<file path="src/design/lnps_pkg.sv">
// ----------------------------------------------------------------------------
// lnps_pkg: shared types and constants for the last-note priority stack
// Stack geometry, cell control word, controller states and result word.
// ----------------------------------------------------------------------------
package lnps_pkg;

  // stack geometry
  localparam int unsigned StackDepth = 16;
  localparam int unsigned NoteW      = 7;
  localparam int unsigned CntW       = $clog2(StackDepth + 1);
  localparam int unsigned IdxW       = $clog2(StackDepth);

  typedef logic [NoteW-1:0] note_t;
  typedef logic [CntW-1:0]  cnt_t;
  typedef logic [IdxW-1:0]  idx_t;

  // result kinds
  localparam logic KindNote = 1'b0;
  localparam logic KindVel  = 1'b1;

  // per-cell operation, broadcast along the row
  typedef enum logic [1:0] {
    CELL_HOLD,
    CELL_LOAD,
    CELL_BUBBLE,
    CELL_PUSH
  } cell_op_e;

  typedef struct packed {
    cell_op_e op;
    note_t    note;
  } cell_ctrl_t;

  // controller states
  typedef enum logic [2:0] {
    ST_IDLE,
    ST_MATCH,
    ST_SHIFT,
    ST_UPDATE,
    ST_EMIT
  } state_e;

  typedef struct packed {
    logic  kind;
    note_t value;
  } result_t;

endpackage

</file>
<file path="src/design/lnps_if.sv">
// ----------------------------------------------------------------------------
// lnps_if: valid/ready channels of the last-note priority stack
// One interface for note events in, one for result words out.
// ----------------------------------------------------------------------------
interface lnps_in_if;
  logic                valid;
  logic                ready;
  lnps_pkg::note_t     note_number;
  lnps_pkg::note_t     note_velocity;

  modport source (output valid, output note_number, output note_velocity, input ready);
  modport sink   (input valid, input note_number, input note_velocity, output ready);
endinterface

interface lnps_out_if;
  logic                valid;
  logic                ready;
  logic                out_kind;
  lnps_pkg::note_t     out_value;
  logic                out_last;

  modport source (output valid, output out_kind, output out_value, output out_last,
                  input ready);
  modport sink   (input valid, input out_kind, input out_value, input out_last,
                  output ready);
endinterface

</file>
<file path="src/design/lnps_cell.sv">
// ----------------------------------------------------------------------------
// lnps_cell: one entry of the held-note row
// Holds a note and a hole flag; matches, bubbles the hole outwards, or takes
// its inner neighbour's note on a push.
// ----------------------------------------------------------------------------
module lnps_cell (
  input  logic                 clk_i,
  input  logic                 rst_ni,
  input  lnps_pkg::cell_ctrl_t ctrl_i,
  input  logic                 valid_i,
  input  logic                 tail_i,
  input  lnps_pkg::note_t      prev_entry_i,
  input  logic                 prev_hole_i,
  input  lnps_pkg::note_t      next_entry_i,
  output lnps_pkg::note_t      entry_o,
  output logic                 hole_o
);

  lnps_pkg::note_t entry_q, entry_d;
  logic            hole_q, hole_d;

  // cell operation
  always_comb begin
    entry_d = entry_q;
    hole_d  = hole_q;
    unique case (ctrl_i.op)
      lnps_pkg::CELL_HOLD: ;
      lnps_pkg::CELL_LOAD: begin
        hole_d = valid_i && (entry_q == ctrl_i.note);
      end
      lnps_pkg::CELL_BUBBLE: begin
        // hole moves one cell outwards, the outer note moves in
        if (hole_q && !tail_i) begin
          entry_d = next_entry_i;
        end
        hole_d = prev_hole_i | (hole_q & tail_i);
      end
      lnps_pkg::CELL_PUSH: begin
        entry_d = prev_entry_i;
      end
      default: ;
    endcase
  end

  // note store, no reset needed
  always_ff @(posedge clk_i) begin
    entry_q <= entry_d;
  end

  always_ff @(posedge clk_i or negedge rst_ni) begin
    if (!rst_ni) begin
      hole_q <= 1'b0;
    end else begin
      hole_q <= hole_d;
    end
  end

  assign entry_o = entry_q;
  assign hole_o  = hole_q;

endmodule

</file>
<file path="src/design/last_note_priority_stack.sv">
// ----------------------------------------------------------------------------
// last_note_priority_stack: monophonic last-note priority note stack
//
//   channel  dir  payload                          word accepted when
//   in_i     in   note_number, note_velocity       valid && ready
//   out_o    out  out_kind, out_value, out_last    valid && ready
//
// Sequence: accept, match, StackDepth-1 hole-bubbling steps along the cell
// row, update, then one result word per cycle while out_o is ready; a note-on
// to a full stack returns to idle after the match and gives no word.
// One event at a time: in_i.ready is high only while idle.
// Reset clears the count, current note and hole flags; notes are unset.
// A stalled out_o holds its word; no new event is taken until all are sent.
// ----------------------------------------------------------------------------
module last_note_priority_stack (
  input  logic              clk_i,
  input  logic              rst_ni,
  lnps_in_if.sink           in_i,
  lnps_out_if.source        out_o
);

  localparam int unsigned Depth = lnps_pkg::StackDepth;

  lnps_pkg::state_e     state_q, state_d;
  lnps_pkg::cnt_t       count_q, count_d;
  lnps_pkg::note_t      current_q, current_d;
  lnps_pkg::note_t      note_q, note_d;
  lnps_pkg::note_t      vel_q, vel_d;
  lnps_pkg::idx_t       step_q, step_d;
  lnps_pkg::result_t    res0_q, res0_d, res1_q, res1_d;
  logic                 two_q, two_d;
  logic                 ridx_q, ridx_d;

  lnps_pkg::cell_ctrl_t cell_ctrl;
  lnps_pkg::note_t      cell_entry [Depth];
  logic [Depth-1:0]     cell_hole;
  logic [Depth-1:0]     cell_valid;

  logic                 in_hs, out_hs;
  logic                 note_on, full, found, upd_any, diff_top;
  lnps_pkg::cnt_t       cnt_rm;

  assign in_hs   = in_i.valid && in_i.ready;
  assign out_hs  = out_o.valid && out_o.ready;
  assign note_on = (vel_q != '0);
  assign full    = (count_q == lnps_pkg::CntW'(Depth));

  // after bubbling, a matched entry leaves its hole in the outermost cell
  assign found    = cell_hole[Depth-1];
  assign cnt_rm   = count_q - {{(lnps_pkg::CntW-1){1'b0}}, found};
  assign diff_top = (cell_entry[0] != current_q);
  assign upd_any  = note_on || (cnt_rm == '0) || (found && diff_top);

  // row of cells, newest note in cell 0
  for (genvar i = 0; i < Depth; i++) begin : g_cell
    localparam lnps_pkg::cnt_t Pos = lnps_pkg::CntW'(i);
    lnps_pkg::note_t prev_entry, next_entry;
    logic            prev_hole;

    assign cell_valid[i] = (Pos < count_q);

    if (i == 0) begin : g_head
      assign prev_entry = note_q;
      assign prev_hole  = 1'b0;
    end else begin : g_body
      assign prev_entry = cell_entry[i-1];
      assign prev_hole  = cell_hole[i-1];
    end

    if (i == Depth - 1) begin : g_tail
      assign next_entry = '0;
    end else begin : g_inner
      assign next_entry = cell_entry[i+1];
    end

    lnps_cell u_cell (
      .clk_i        (clk_i),
      .rst_ni       (rst_ni),
      .ctrl_i       (cell_ctrl),
      .valid_i      (cell_valid[i]),
      .tail_i       (i == Depth - 1),
      .prev_entry_i (prev_entry),
      .prev_hole_i  (prev_hole),
      .next_entry_i (next_entry),
      .entry_o      (cell_entry[i]),
      .hole_o       (cell_hole[i])
    );
  end

  // next state
  always_comb begin
    state_d = state_q;
    unique case (state_q)
      lnps_pkg::ST_IDLE:   if (in_hs) state_d = lnps_pkg::ST_MATCH;
      lnps_pkg::ST_MATCH:  state_d = (note_on && full) ? lnps_pkg::ST_IDLE
                                                       : lnps_pkg::ST_SHIFT;
      lnps_pkg::ST_SHIFT:  if (step_q == lnps_pkg::IdxW'(Depth - 2)) begin
                             state_d = lnps_pkg::ST_UPDATE;
                           end
      lnps_pkg::ST_UPDATE: state_d = upd_any ? lnps_pkg::ST_EMIT : lnps_pkg::ST_IDLE;
      lnps_pkg::ST_EMIT:   if (out_hs && (ridx_q || !two_q)) state_d = lnps_pkg::ST_IDLE;
      default:             state_d = lnps_pkg::ST_IDLE;
    endcase
  end

  // outputs per state
  always_comb begin
    in_i.ready     = 1'b0;
    out_o.valid    = 1'b0;
    cell_ctrl.op   = lnps_pkg::CELL_HOLD;
    cell_ctrl.note = note_q;
    unique case (state_q)
      lnps_pkg::ST_IDLE:   in_i.ready = 1'b1;
      lnps_pkg::ST_MATCH:  if (!(note_on && full)) cell_ctrl.op = lnps_pkg::CELL_LOAD;
      lnps_pkg::ST_SHIFT:  cell_ctrl.op = lnps_pkg::CELL_BUBBLE;
      lnps_pkg::ST_UPDATE: if (note_on) cell_ctrl.op = lnps_pkg::CELL_PUSH;
      lnps_pkg::ST_EMIT:   out_o.valid = 1'b1;
      default: ;
    endcase
  end

  // result word
  assign out_o.out_kind  = ridx_q ? res1_q.kind : res0_q.kind;
  assign out_o.out_value = ridx_q ? res1_q.value : res0_q.value;
  assign out_o.out_last  = ridx_q || !two_q;

  // datapath
  always_comb begin
    count_d   = count_q;
    current_d = current_q;
    note_d    = note_q;
    vel_d     = vel_q;
    step_d    = step_q;
    res0_d    = res0_q;
    res1_d    = res1_q;
    two_d     = two_q;
    ridx_d    = ridx_q;
    case (state_q)
      lnps_pkg::ST_IDLE: begin
        if (in_hs) begin
          note_d = in_i.note_number;
          vel_d  = in_i.note_velocity;
        end
      end
      lnps_pkg::ST_MATCH: begin
        step_d = '0;
      end
      lnps_pkg::ST_SHIFT: begin
        step_d = step_q + lnps_pkg::IdxW'(1);
      end
      lnps_pkg::ST_UPDATE: begin
        ridx_d = 1'b0;
        two_d  = 1'b0;
        if (note_on) begin
          // push: emit the note, and the velocity when it is alone
          count_d      = cnt_rm + lnps_pkg::CntW'(1);
          current_d    = note_q;
          res0_d.kind  = lnps_pkg::KindNote;
          res0_d.value = note_q;
          res1_d.kind  = lnps_pkg::KindVel;
          res1_d.value = vel_q;
          two_d        = (cnt_rm == '0);
        end else begin
          count_d = cnt_rm;
          if (cnt_rm == '0) begin
            // gate closes
            res0_d.kind  = lnps_pkg::KindVel;
            res0_d.value = '0;
          end else if (found && diff_top) begin
            // fall back to the note now on top
            current_d    = cell_entry[0];
            res0_d.kind  = lnps_pkg::KindNote;
            res0_d.value = cell_entry[0];
          end
        end
      end
      lnps_pkg::ST_EMIT: begin
        if (out_hs) ridx_d = 1'b1;
      end
      default: ;
    endcase
  end

  // payload registers
  always_ff @(posedge clk_i) begin
    note_q <= note_d;
    vel_q  <= vel_d;
    res0_q <= res0_d;
    res1_q <= res1_d;
  end

  // control registers
  always_ff @(posedge clk_i or negedge rst_ni) begin
    if (!rst_ni) begin
      state_q   <= lnps_pkg::ST_IDLE;
      count_q   <= '0;
      current_q <= '0;
      step_q    <= '0;
      two_q     <= 1'b0;
      ridx_q    <= 1'b0;
    end else begin
      state_q   <= state_d;
      count_q   <= count_d;
      current_q <= current_d;
      step_q    <= step_d;
      two_q     <= two_d;
      ridx_q    <= ridx_d;
    end
  end

  // checks
  a_count_range: assert property (@(posedge clk_i) disable iff (!rst_ni)
    count_q <= lnps_pkg::CntW'(Depth))
    else $error("held count beyond stack depth");

  a_single_hole: assert property (@(posedge clk_i) disable iff (!rst_ni)
    $countones(cell_hole) <= 1)
    else $error("more than one matching cell");

  a_second_is_vel: assert property (@(posedge clk_i) disable iff (!rst_ni)
    out_o.valid && ridx_q |-> out_o.out_kind == lnps_pkg::KindVel && out_o.out_last)
    else $error("second word is not a closing velocity");

  a_gate_open: assert property (@(posedge clk_i) disable iff (!rst_ni)
    out_o.valid && out_o.out_kind == lnps_pkg::KindVel && out_o.out_value != '0
      |-> count_q == lnps_pkg::CntW'(1))
    else $error("gate opened with more than one held note");

endmodule
</file>
<file path="src/flat_wrapper.sv">
// flat-port wrapper written by rule: the top's interface ports become plain ports
module last_note_priority_stack_flat 
  (clk_i, rst_ni, in_i_valid, in_i_note_number, in_i_note_velocity, in_i_ready, out_o_valid, out_o_out_kind, out_o_out_value, out_o_out_last, out_o_ready);
  lnps_in_if in_i_i ();
  lnps_out_if out_o_i ();
  input  logic clk_i;
  input  logic rst_ni;
  input wire logic [$bits(in_i_i.valid)-1:0] in_i_valid;
  input wire logic [$bits(in_i_i.note_number)-1:0] in_i_note_number;
  input wire logic [$bits(in_i_i.note_velocity)-1:0] in_i_note_velocity;
  output wire logic [$bits(in_i_i.ready)-1:0] in_i_ready;
  output wire logic [$bits(out_o_i.valid)-1:0] out_o_valid;
  output wire logic [$bits(out_o_i.out_kind)-1:0] out_o_out_kind;
  output wire logic [$bits(out_o_i.out_value)-1:0] out_o_out_value;
  output wire logic [$bits(out_o_i.out_last)-1:0] out_o_out_last;
  input wire logic [$bits(out_o_i.ready)-1:0] out_o_ready;
  assign in_i_i.valid = in_i_valid;
  assign in_i_i.note_number = in_i_note_number;
  assign in_i_i.note_velocity = in_i_note_velocity;
  assign in_i_ready = in_i_i.ready;
  assign out_o_valid = out_o_i.valid;
  assign out_o_out_kind = out_o_i.out_kind;
  assign out_o_out_value = out_o_i.out_value;
  assign out_o_out_last = out_o_i.out_last;
  assign out_o_i.ready = out_o_ready;
  last_note_priority_stack u_core (.clk_i(clk_i), .rst_ni(rst_ni), .in_i(in_i_i), .out_o(out_o_i));
endmodule
</file>
<file path="config.mk">
export PLATFORM = sky130hd
export DESIGN_NAME = last_note_priority_stack_flat
export DESIGN_NICKNAME = d
export VERILOG_FILES = /design/src/design/lnps_pkg.sv /design/src/design/lnps_if.sv /design/src/design/lnps_cell.sv /design/src/design/last_note_priority_stack.sv /design/src/flat_wrapper.sv
export SDC_FILE = /design/constraint.sdc
export NUM_CORES = 1
export LEC_CHECK = 0
export ABC_AREA = 1
export ABC_CLOCK_PERIOD_IN_PS = 3350
export BUFFER_PORTS_ARGS = -buffer_cell sky130_fd_sc_hd__buf_2
export CORE_ASPECT_RATIO = 0.6
export CORE_MARGIN = 5
export CORE_UTILIZATION = 55
export CTS_CLUSTER_SIZE = 25
export DETAILED_ROUTE_END_ITERATION = 6
export GPL_TIMING_DRIVEN = 1
export PLACE_DENSITY_LB_ADDON = 0.05
export SYNTH_ARGS = -nofsm -noshare
export SYNTH_HDL_FRONTEND = slang
export SYNTH_SLANG_ARGS = --single-unit
</file>
<file path="constraint.sdc">
create_clock -name clk_i -period 3.35 [get_ports clk_i]
set_input_delay 0.1675 -clock clk_i [delete_from_list [all_inputs] [get_ports clk_i]]
set_output_delay 0.1675 -clock clk_i [all_outputs]
set_load 0.02 [all_outputs]
</file>
### After elaboration in Yosys (flattened, before gate mapping)

Index checks and enable logic that the tools add are counted.

| storage, ports and cells | value |
|---|---|
| register bits after elaboration | 178 |
| logic and storage cells | 234 |

| cells by class | value |
|---|---|
| add/sub/neg operators | 3 |
| magnitude comparators | 16 |
| equality and inequality tests | 46 |
| multiplexer cells | 70 |
| bitwise gates (word level) | 1 |
| reduce and logical (&&, ||, !) cells | 55 |

Operators with widths:

| operator | number |
|---|---|
| 7-bit case mux with 2 select lines | 15 |
| 7-bit two-way mux | 20 |
| 7-bit equality test | 16 |
| 4-bit by 5-bit less-than comparator with 1-bit output (first input constant) | 8 |
| 2-bit AND reduction | 19 |
| 1-bit case mux with 2 select lines | 17 |
| 2-bit != test (second input constant) | 15 |
| 1-bit logical AND | 21 |
| 3-bit by 5-bit less-than comparator with 1-bit output (first input constant) | 4 |
| 8-bit two-way mux | 2 |
| 3-bit case mux with 5 select lines | 1 |
| 3-bit two-way mux | 4 |
| 1-bit by 5-bit less-than comparator with 1-bit output (first input constant) | 2 |
| 2-bit by 5-bit less-than comparator with 1-bit output (first input constant) | 2 |
| 2-bit by 1-bit != test with 1-bit output (second input constant) | 5 |
| 2-bit nonzero test | 5 |
| 4-bit case mux with 2 select lines | 1 |
| 7-bit != test | 1 |
| 7-bit nonzero test | 1 |
| 3-bit by 2-bit equality test with 1-bit output (second input constant) | 2 |
| 1-bit two-way mux | 6 |
| 2-bit case mux with 3 select lines | 1 |
| 3-bit AND reduction | 2 |
| 5-bit by 1-bit adder with 5-bit output (second input constant) | 1 |
| other kinds (16) | 20 |

### Depth between registers and ports, before layout

Gate-level depths: netlist of run 1.

| depth | value |
|---|---|
| depth after elaboration | 7 |
| gate-level depth with buffers | 15 |
| mapped depth without buffers | 15 |

### Hierarchy

From an unflattened synthesis of run 1, not the netlist that was laid out.

| unflattened totals | value |
|---|---|
| cell total of the unflattened synthesis | 1551 |
| area, all modules | 11208.2 µm² |

By module, submodules not included:

| module | times used | cells an instance | area an instance (µm²) | sequential area each (µm²) |
|---|---|---|---|---|
| lnps_cell | 16 | 78 | 535.5 | 235.2 |
| last_note_priority_stack | 1 | 303 | 2640.0 | 1396.3 |

### Worst setup path before layout of run 1

OpenSTA, ideal clock, no wires.

| path | value |
|---|---|
| path type | register to register |
| start | reg u_core.vel_q[5] |
| end | reg u_core.g_cell[6].u_cell.entry_q[0] (enable) |
| data arrival time | 2.240 ns |
| required time | 3.027 ns |
| setup slack | 0.786 ns |
| stages on the path, launching flop included | 12 |
| clock period less this slack | 2.564 ns |
| path through | edfxtp_1 -> nor2_1 -> nand2_1 -> nor2_4 -> buf_2 -> o21ai_0 -> nand2_1 -> ha_1 -> buf_2 -> nand2_1 -> clkbuf_1 -> nand2_1 |

| on the way | value |
|---|---|
| word-level cells in the longest chain between the ends | 7 |
| elaborated cells on any way between the ends | 10 |

Ends and longest elaborated chain:

| item | RTL line | source |
|---|---|---|
| from (decl) | last_note_priority_stack.sv:28 | `lnps_pkg::note_t vel_q, vel_d;` |
| from (signal assigned) | last_note_priority_stack.sv:187 | `vel_q <= vel_d;` |
| 7-bit nonzero test * | last_note_priority_stack.sv:45 | `assign note_on = (vel_q != '0);` |
| 1-bit logical AND | last_note_priority_stack.sv:114 | `lnps_pkg::ST_MATCH: if (!(note_on && full)) cell_ctrl.op = lnps_pkg::CELL_LOAD;` |
| 1-bit two-way mux | last_note_priority_stack.sv:114 |  |
| 2-bit case mux with 3 select lines * | last_note_priority_stack.sv:112 | `unique case (state_q)` |
| 2-bit equality test | lnps_cell.sv:26 | `unique case (ctrl_i.op)` |
| 2-bit != test (no line) or 2-bit nonzero test (tied branches) | -- |  |
| 2-bit AND reduction (no line) * | -- |  |
| to (signal assigned) | lnps_cell.sv:47 | `entry_q <= entry_d;` |
| to (decl) | lnps_cell.sv:19 | `lnps_pkg::note_t entry_q, entry_d;` |

Mark *: on every way between the ends. The rest lies on a longest branch, timed or not.
A chain may end at the register's enable or synchronous reset.

### Worst setup path after layout of run 1

| path | value |
|---|---|
| start | reg u_core.state_q[1] |
| end | reg u_core.g_cell[6].u_cell.entry_q[1] (enable) |

| on the way | value |
|---|---|
| word-level cells in the longest chain between the ends | 5 |
| elaborated cells on any way between the ends | 9 |

Ends and longest elaborated chain:

| item | RTL line | source |
|---|---|---|
| from (decl) | last_note_priority_stack.sv:24 | `lnps_pkg::state_e state_q, state_d;` |
| from (signal assigned) | last_note_priority_stack.sv:195 | `state_q <= lnps_pkg::ST_IDLE;` |
| from (signal assigned) | last_note_priority_stack.sv:202 | `state_q <= state_d;` |
| 3-bit by 2-bit equality test with 1-bit output or 3-bit by 1-bit equality test with 1-bit output (tied branches) | last_note_priority_stack.sv:112 |  |
| 2-bit case mux with 3 select lines * | last_note_priority_stack.sv:112 |  |
| 2-bit equality test | lnps_cell.sv:26 |  |
| 2-bit != test (no line) or 2-bit nonzero test (tied branches) | -- |  |
| 2-bit AND reduction (no line) * | -- |  |

Marks and branches as above.

==> out/qor.csv, run 1 <==
metric,value,unit
fin_crit_sh,95.4,%
vias,7549,
yosysWarnings,0,
syn_avg_cell_area,8.96,µm²
area_growth,11.3,%
gp_congestion,0.904,
maxSlewHeadroom,38.1,%
worstPathMaxFanout,10,
synthXorXnorAreaFrac,4.98,%
endpoint_kind,flop,
regToRegSetupSlack,0.16,ns
power_density,997,nW/µm²
synth-seq-cells,178,
p_leak,0.00431,µW
pwr-share-clk,18.9,%
die_h,112,µm
setup_violations,0,
ctsRootBufferMaster,clkbuf_16,
path_clk_slew,0.07,ns
max-clock-path-buffers,2,
path_cells,nor3_1 -> o21ai_0 -> nand2_1 -> inv_1 -> ha_1 -> inv_1 -> buf_4 -> nand2_1 -> buf_4 -> nand2_1,
via_per_inst,5.65,
syn_nets,1087,
rsz0062_at_grt,no,
p_sw,4480,µW
synth_area_leaders,"edfxtp_1, nand2_1, dfrtp_1",
crit_path_start_kind,flop,
crit_buf_inv,4,
drive_gt1_share,10.4,%
hold_slack,0.0466,ns
core,17000,µm²
maxCapViolCount,0,
muxShareOfSynthArea,1.07,%
cp_top_family,simple AND/OR/NAND/NOR gates,
drcViolationCount,0,
cts_tree,built,
syn-cell-area,9500,µm²
p_seq_share,40.6,%
synth_top_cell_by_area,edfxtp_1,
grt_max_degree,205,
critPathMostFrequentCell,nand2_1,
cpMaxStageDelayCell,dfrtp_1,
wl_per_cell,19.9,µm
nNetsFinal,1116,
synth_ff_type,edfxtp_1,
postCtsSetupBuffers,0,
grt_pass1_vias,7036,
die_w,180,µm
worst_pin_slew,0.928,ns
cts_max_level,4,
fmax,313,MHz
drv_slew,0,
die-area,20100,µm²
synth.distinct_cells,44,
synth-edff-count,141,
antenna_found_initial,0,
routed_wl,26.7,mm
min_from,out_o_ready,
whs_endpoint,u_core.ridx_q$_DFFE_PN0P_,
synth_top_family_by_area,simple AND/OR/NAND/NOR gates,
hold_class,input port to flop,
status,finished clean,
finalCriticalPeriod,3.19,ns
cts.sinks,178,
port_buffers,28,
sw_frac_of_total,42.5,%
tns,0,ns
numCtsBuffers,17,
place_hpwl,18.7,mm
synth_compound_area_share,11.7,%
pin_count,29,
critPathMaxStageDelay,0.45,ns
synth-simple-area-share,19.6,%
initial_core_util,55.8,%
drt_iter0_drc,1077,
p_comb_share,40.5,%
crit_type,flop to flop,
skew,0.00875,ns
r2r_end,u_core.g_cell[6].u_cell.entry_o[1]$_DFFE_PP_,
clock_latency,0.44,ns
grt_pass1_wl,41.2,mm
synth_top_area_share,44.6,%
path_depth,10,
min_path_cells,3,
first_pass_iters,6,
gr-usage-all-layers,26.9,%
p_int,6060,µW
fin_total_pwr,10500,µW
hold_viol_final,0,
ff2ff_path_depth,10,
synthTopCellsByCount,"nand2_1, edfxtp_1, inv_1",
required,3.45,ns
synth_fa_ha_area_share,1.05,%
peakVddDrop,0.615,mV
ant_nets,0,
rr_startpoint,u_core.state_q[1]$_DFFE_PN0P_,
n_antenna_cell,0,
fp-row-count,37,
async_flop_share,20.8,%
crit_arrival,3.30,ns
utilization,62.1,%
yosysMostFrequentCell,nand2_1,
synth_cells,1061,
ys_seq_area_share,54.3,%
grt-ovfl-total,0,
## sequential cells by signal, summed over array words and instances (netlist names)
register / flops
u_core.state_q: 3
u_core.g_cell.u_cell.entry_o: 112
u_core.res0_q: 8
u_core.ridx_q: 1
u_core.current_q: 7
u_core.count_q: 5
u_core.res1_q: 7
u_core.step_q: 4
u_core.two_q: 1
u_core.g_cell.prev_entry: 7
u_core.g_cell.u_cell.hole_o: 16
u_core.vel_q: 7
## metrics by stage
step | setup WS [ns] | area (µm²) | instances
floorplan | 0.786 | 9500 | 1061
global placement | 0.315 | 9840 | 1290
detailed placement | 0.130 | 9840 | 1290
CTS | 0.0995 | 10600 | 1337
global route | 0.0374 | 10600 | 1337
finish | 0.156 | 10600 | 1337
## worst max path at each step
stage                                        from                                           end  slack, ns
CTS                 u_core.count_q[1]$_DFFE_PN0P_  u_core.g_cell[7].u_cell.entry_o[3]$_DFFE_PP_        0.1
floorplan               u_core.vel_q[5]$_DFFE_PP_  u_core.g_cell[6].u_cell.entry_o[0]$_DFFE_PP_       0.79
global route        u_core.count_q[1]$_DFFE_PN0P_  u_core.g_cell[6].u_cell.entry_o[1]$_DFFE_PP_       0.04
finish              u_core.state_q[1]$_DFFE_PN0P_  u_core.g_cell[6].u_cell.entry_o[1]$_DFFE_PP_       0.16
detailed placement  u_core.count_q[1]$_DFFE_PN0P_  u_core.g_cell[7].u_cell.entry_o[0]$_DFFE_PP_       0.13
global placement    u_core.count_q[1]$_DFFE_PN0P_  u_core.g_cell[7].u_cell.entry_o[0]$_DFFE_PP_       0.31
## cell families after synthesis
family          count (synthesis)
buf+inv                       167
xor+xnor                       51
compound gates                207
simple gates                  441
fa+ha+maj                       8
flops                         178
mux                             9
## worst register-to-register path: stages, from the launching register on
cell,delay [ns]
dfrtp_1,0.45
nor3_1,0.39
o21ai_0,0.21
nand2_1,0.16
inv_1,0.06
ha_1,0.21
inv_1,0.30
buf_4,0.19
nand2_1,0.32
buf_4,0.30
nand2_1,0.28
## layout by cell type, fill, tap and decap left out, types with 3 or more instances in the layout
cell,instances
nor3_1,17
xor2_1,31
inv_4,4
xnor2_1,18
buf_2,28
clkbuf_16,18
inv_1,103
o21ai_1,5
dlygate4sd3_1,15
o22ai_1,27
edfxtp_1,141
nand4_1,17
clkinv_4,3
nand2_1,270
clkinv_2,3
a21oi_1,72
inv_2,10
buf_4,16
nand3_1,32
mux2_2,9
ha_1,7
nor2_1,90
dfrtp_1,37
a211oi_1,3
o21ai_0,91
## repair_timing
item | in CTS | in global routing
hold endpoints to repair | 51 | 0
hold buffers | 15 | 0
setup endpoints to repair | 0 | 21
gates resized for setup | 0 | 3
## power groups by stage
| stage | sequential [µW] | clock (µW) | combinational [µW] |
|---|---|---|---|
| 6_report | 4280 | 1990 | 4270 |
| 3_5_place_dp | 4290 | 0 | 4170 |
| 2_1_floorplan | 4030 | 0 | 3100 |
| 4_1_cts | 4260 | 2000 | 4200 |
| 5_1_grt | 4370 | 2100 | 4740 |
| 3_3_place_gp | 4280 | 0 | 4100 |
## cell type report
type                            instances  area [µm²]
Clock inverter                         11         100
Clock buffer                           21         482
Fill cell                            1502        6460
Tap cell                              234         293
Timing Repair Buffer                   60         430
Inverter                              117         444
Multi-Input combinational cell        716        3660
Sequential cell                       178        5160
## metal layers
layer | track usage [%] | up-vias | part of all wire, %
li1 | - | 3608 | -
met5 | 0 | - | 0
met1 | 43.5 | 3558 | 50
met2 | 34.5 | 371 | 38
met4 | 6.09 | 0 | 0.74
met3 | 8.46 | 12 | 11
(Power assumes the default switching activity.)
==> run 2: changes to the inputs <==
--- a/config.mk
+++ b/config.mk
@@ -8,13 +8,15 @@
 export ABC_AREA = 1
 export ABC_CLOCK_PERIOD_IN_PS = 3350
 export BUFFER_PORTS_ARGS = -buffer_cell sky130_fd_sc_hd__buf_2
+export CELL_PAD_IN_SITES_DETAIL_PLACEMENT = 0
+export CELL_PAD_IN_SITES_GLOBAL_PLACEMENT = 1
 export CORE_ASPECT_RATIO = 0.6
 export CORE_MARGIN = 5
-export CORE_UTILIZATION = 55
+export CORE_UTILIZATION = 49
 export CTS_CLUSTER_SIZE = 25
 export DETAILED_ROUTE_END_ITERATION = 6
 export GPL_TIMING_DRIVEN = 1
-export PLACE_DENSITY_LB_ADDON = 0.05
+export PLACE_DENSITY = 0.91
 export SYNTH_ARGS = -nofsm -noshare
 export SYNTH_HDL_FRONTEND = slang
 export SYNTH_SLANG_ARGS = --single-unit
==> out/qor.csv, run 2 (synthesis results as in run 1) <==
metric,value,unit,change
initial_core_util,49.9,%,was 55.8%
core,19000,µm²,was 17000 µm²
via_per_inst,5.74,,was 5.65
path_clk_slew,0.07,ns,about the same
setup_violations,0,,unchanged
crit_path_start_kind,flop,,unchanged
cts_max_level,4,,unchanged
place_hpwl,19.0,mm,was 18.7 mm
finalCriticalPeriod,3.20,ns,was 3.19 ns
power_density,1010,nW/µm²,was 997 nW/µm²
clock_latency,0.45,ns,was 0.44 ns
ant_nets,0,,unchanged
maxSlewHeadroom,28.4,%,was 38.1%
worstPathMaxFanout,11,,was 10
drcViolationCount,0,,unchanged
die_h,118,µm,was 112 µm
max-clock-path-buffers,2,,unchanged
required,3.40,ns,was 3.45 ns
gp_congestion,0.908,,was 0.904
nNetsFinal,1114,,was 1116
crit_arrival,3.24,ns,was 3.30 ns
numCtsBuffers,17,,unchanged
layout_common_cells,"nand2_1, edfxtp_1, inv_1",,unchanged
cts.sinks,178,,unchanged
area_growth,11.6,%,was 11.3%
cp-startpoint,u_core.count_q[1]$_DFFE_PN0P_,,was u_core.state_q[1]$_DFFE_PN0P_
cts_tree,built,,unchanged
grt_pass1_wl,41.7,mm,was 41.2 mm
drive_gt1_share,10.2,%,was 10.4%
skew,0.0124,ns,was 0.00875 ns
antenna_found_initial,0,,unchanged
largest_reg_flops,112,,unchanged
final_common_cell,nand2_1,,unchanged
pin_count,29,,unchanged
wl_per_cell,20.1,µm,was 19.9 µm
status,finished clean,,unchanged
fmax,313,MHz,about the same
grt_pass1_vias,7104,,was 7036
routed_wl,27.1,mm,was 26.7 mm
die-area,22400,µm²,was 20100 µm²
ctsRootBufferMaster,clkbuf_16,,unchanged
fin_ws,0.153,ns,was 0.156 ns
hold_class,input port to flop,,unchanged
gr-usage-all-layers,24.6,%,was 26.9%
min_from,in_i_valid,,was out_o_ready
tns,0,ns,unchanged
peakVddDrop,0.527,mV,was 0.615 mV
fp-row-count,39,,was 37
fin_crit_sh,95.4,%,about the same
cts_resized,0,,unchanged
postCtsSetupBuffers,0,,unchanged
worst_pin_slew,1.06,ns,was 0.928 ns
vias,7728,,was 7549
drt_iter0_drc,1138,,was 1077
grt_max_degree,114,,was 205
dp_slack,0.254,ns,was 0.130 ns
endpoint_kind,flop,,unchanged
hold_viol_final,0,,unchanged
p_leak,0.00431,µW,about the same
die_w,190,µm,was 180 µm
first_pass_iters,5,,was 6
cts_hold_repair.buffers,15,,unchanged
crit_type,flop to flop,,unchanged
rr_startpoint,u_core.count_q[1]$_DFFE_PN0P_,,was u_core.state_q[1]$_DFFE_PN0P_
n_antenna_cell,0,,unchanged
port_buffers,28,,unchanged
grt-ovfl-total,0,,unchanged
drv_slew,0,,unchanged
rsz0062_at_grt,no,,unchanged
maxCapViolCount,0,,unchanged
==> run 2: cell types whose count changed in the layout (fill, tap and decap cells not counted), moves of 2 or more <==
| cell | change |
|---|---|
| inv_8 | +5 |
| clkbuf_8 | -2 |
| clkinv_2 | -3 |
| buf_4 | -3 |
| inv_4 | -2 |
| clkinv_1 | +2 |
| o21ai_0 | +3 |
| o21ai_1 | -3 |
==> run 2: final cells by class <==
class	instances	area, µm²
Inverter	117	444
Tap cell	246	308
Clock buffer	17	425
Sequential cell	178	5160
Fill cell	1657	8430
Clock inverter	15	174
Timing Repair Buffer	58	428
Multi-Input combinational cell	716	3660
==> run 2: worst max-delay path, stage by stage (launching register included) <==
cell and delay [ns]:
dfrtp_1 0.40, nor2_1 0.30, nand4_1 0.21, o21ai_0 0.35, nand2_1 0.18, inv_1 0.09
ha_1 0.16, inv_1 0.19, nand2_1 0.41, o21ai_0 0.51
==> run 2: metrics by stage <==
stage / instances / hold slack [ns] / power, µW / util (%) / cell area [µm²]
2_1_floorplan: 1061 / -0.128 / 7130 / - / 9500
3_3_place_gp: 1300 / 0.344 / 8380 / 51.8 / 9850
3_5_place_dp: 1300 / 0.346 / 8470 / 51.8 / 9850
4_1_cts: 1347 / 0.0401 / 10600 / 55.7 / 10600
5_1_grt: 1347 / 0.0770 / 11300 / 55.7 / 10600
6_report: 1347 / 0.0537 / 10700 / 55.7 / 10600
==> run 2: power breakdown <==
group          switching [µW]  leakage (µW)  internal [µW]
Sequential                686       0.00176           3600
Clock                     948      0.000289           1130
Combinational            2960       0.00226           1340
==> run 2: metal layers <==
layer | share of wire (%) | track usage (%) | wire length (µm) | up-vias
li1 | - | - | - | 3601
met1 | 47 | 39.9 | 12800 | 3611
met2 | 38 | 30.7 | 10200 | 491
met3 | 14 | 9.19 | 3880 | 25
met4 | 0.86 | 4.97 | 233 | 0
met5 | 0 | 0 | 0 | -
==> run 2: worst paths after layout <==
check / cells after the start / slack [ns] / endpoint
worst max register to register: 9 / 0.15 / u_core.g_cell[11].u_cell.entry_o[1]$_DFFE_PP_
worst max-delay path: 9 / 0.15 / u_core.g_cell[11].u_cell.entry_o[1]$_DFFE_PP_
min in group asynchronous: 2 / 0.39 / u_core.current_q[5]$_DFFE_PN0P_
worst min-delay path: 3 / 0.05 / u_core.state_q[0]$_DFFE_PN0P_
worst min register to register: 0 / 0.45 / u_core.res1_q[0]$_DFFE_PP_
max in group asynchronous: 2 / 2.34 / u_core.step_q[3]$_DFFE_PN0P_
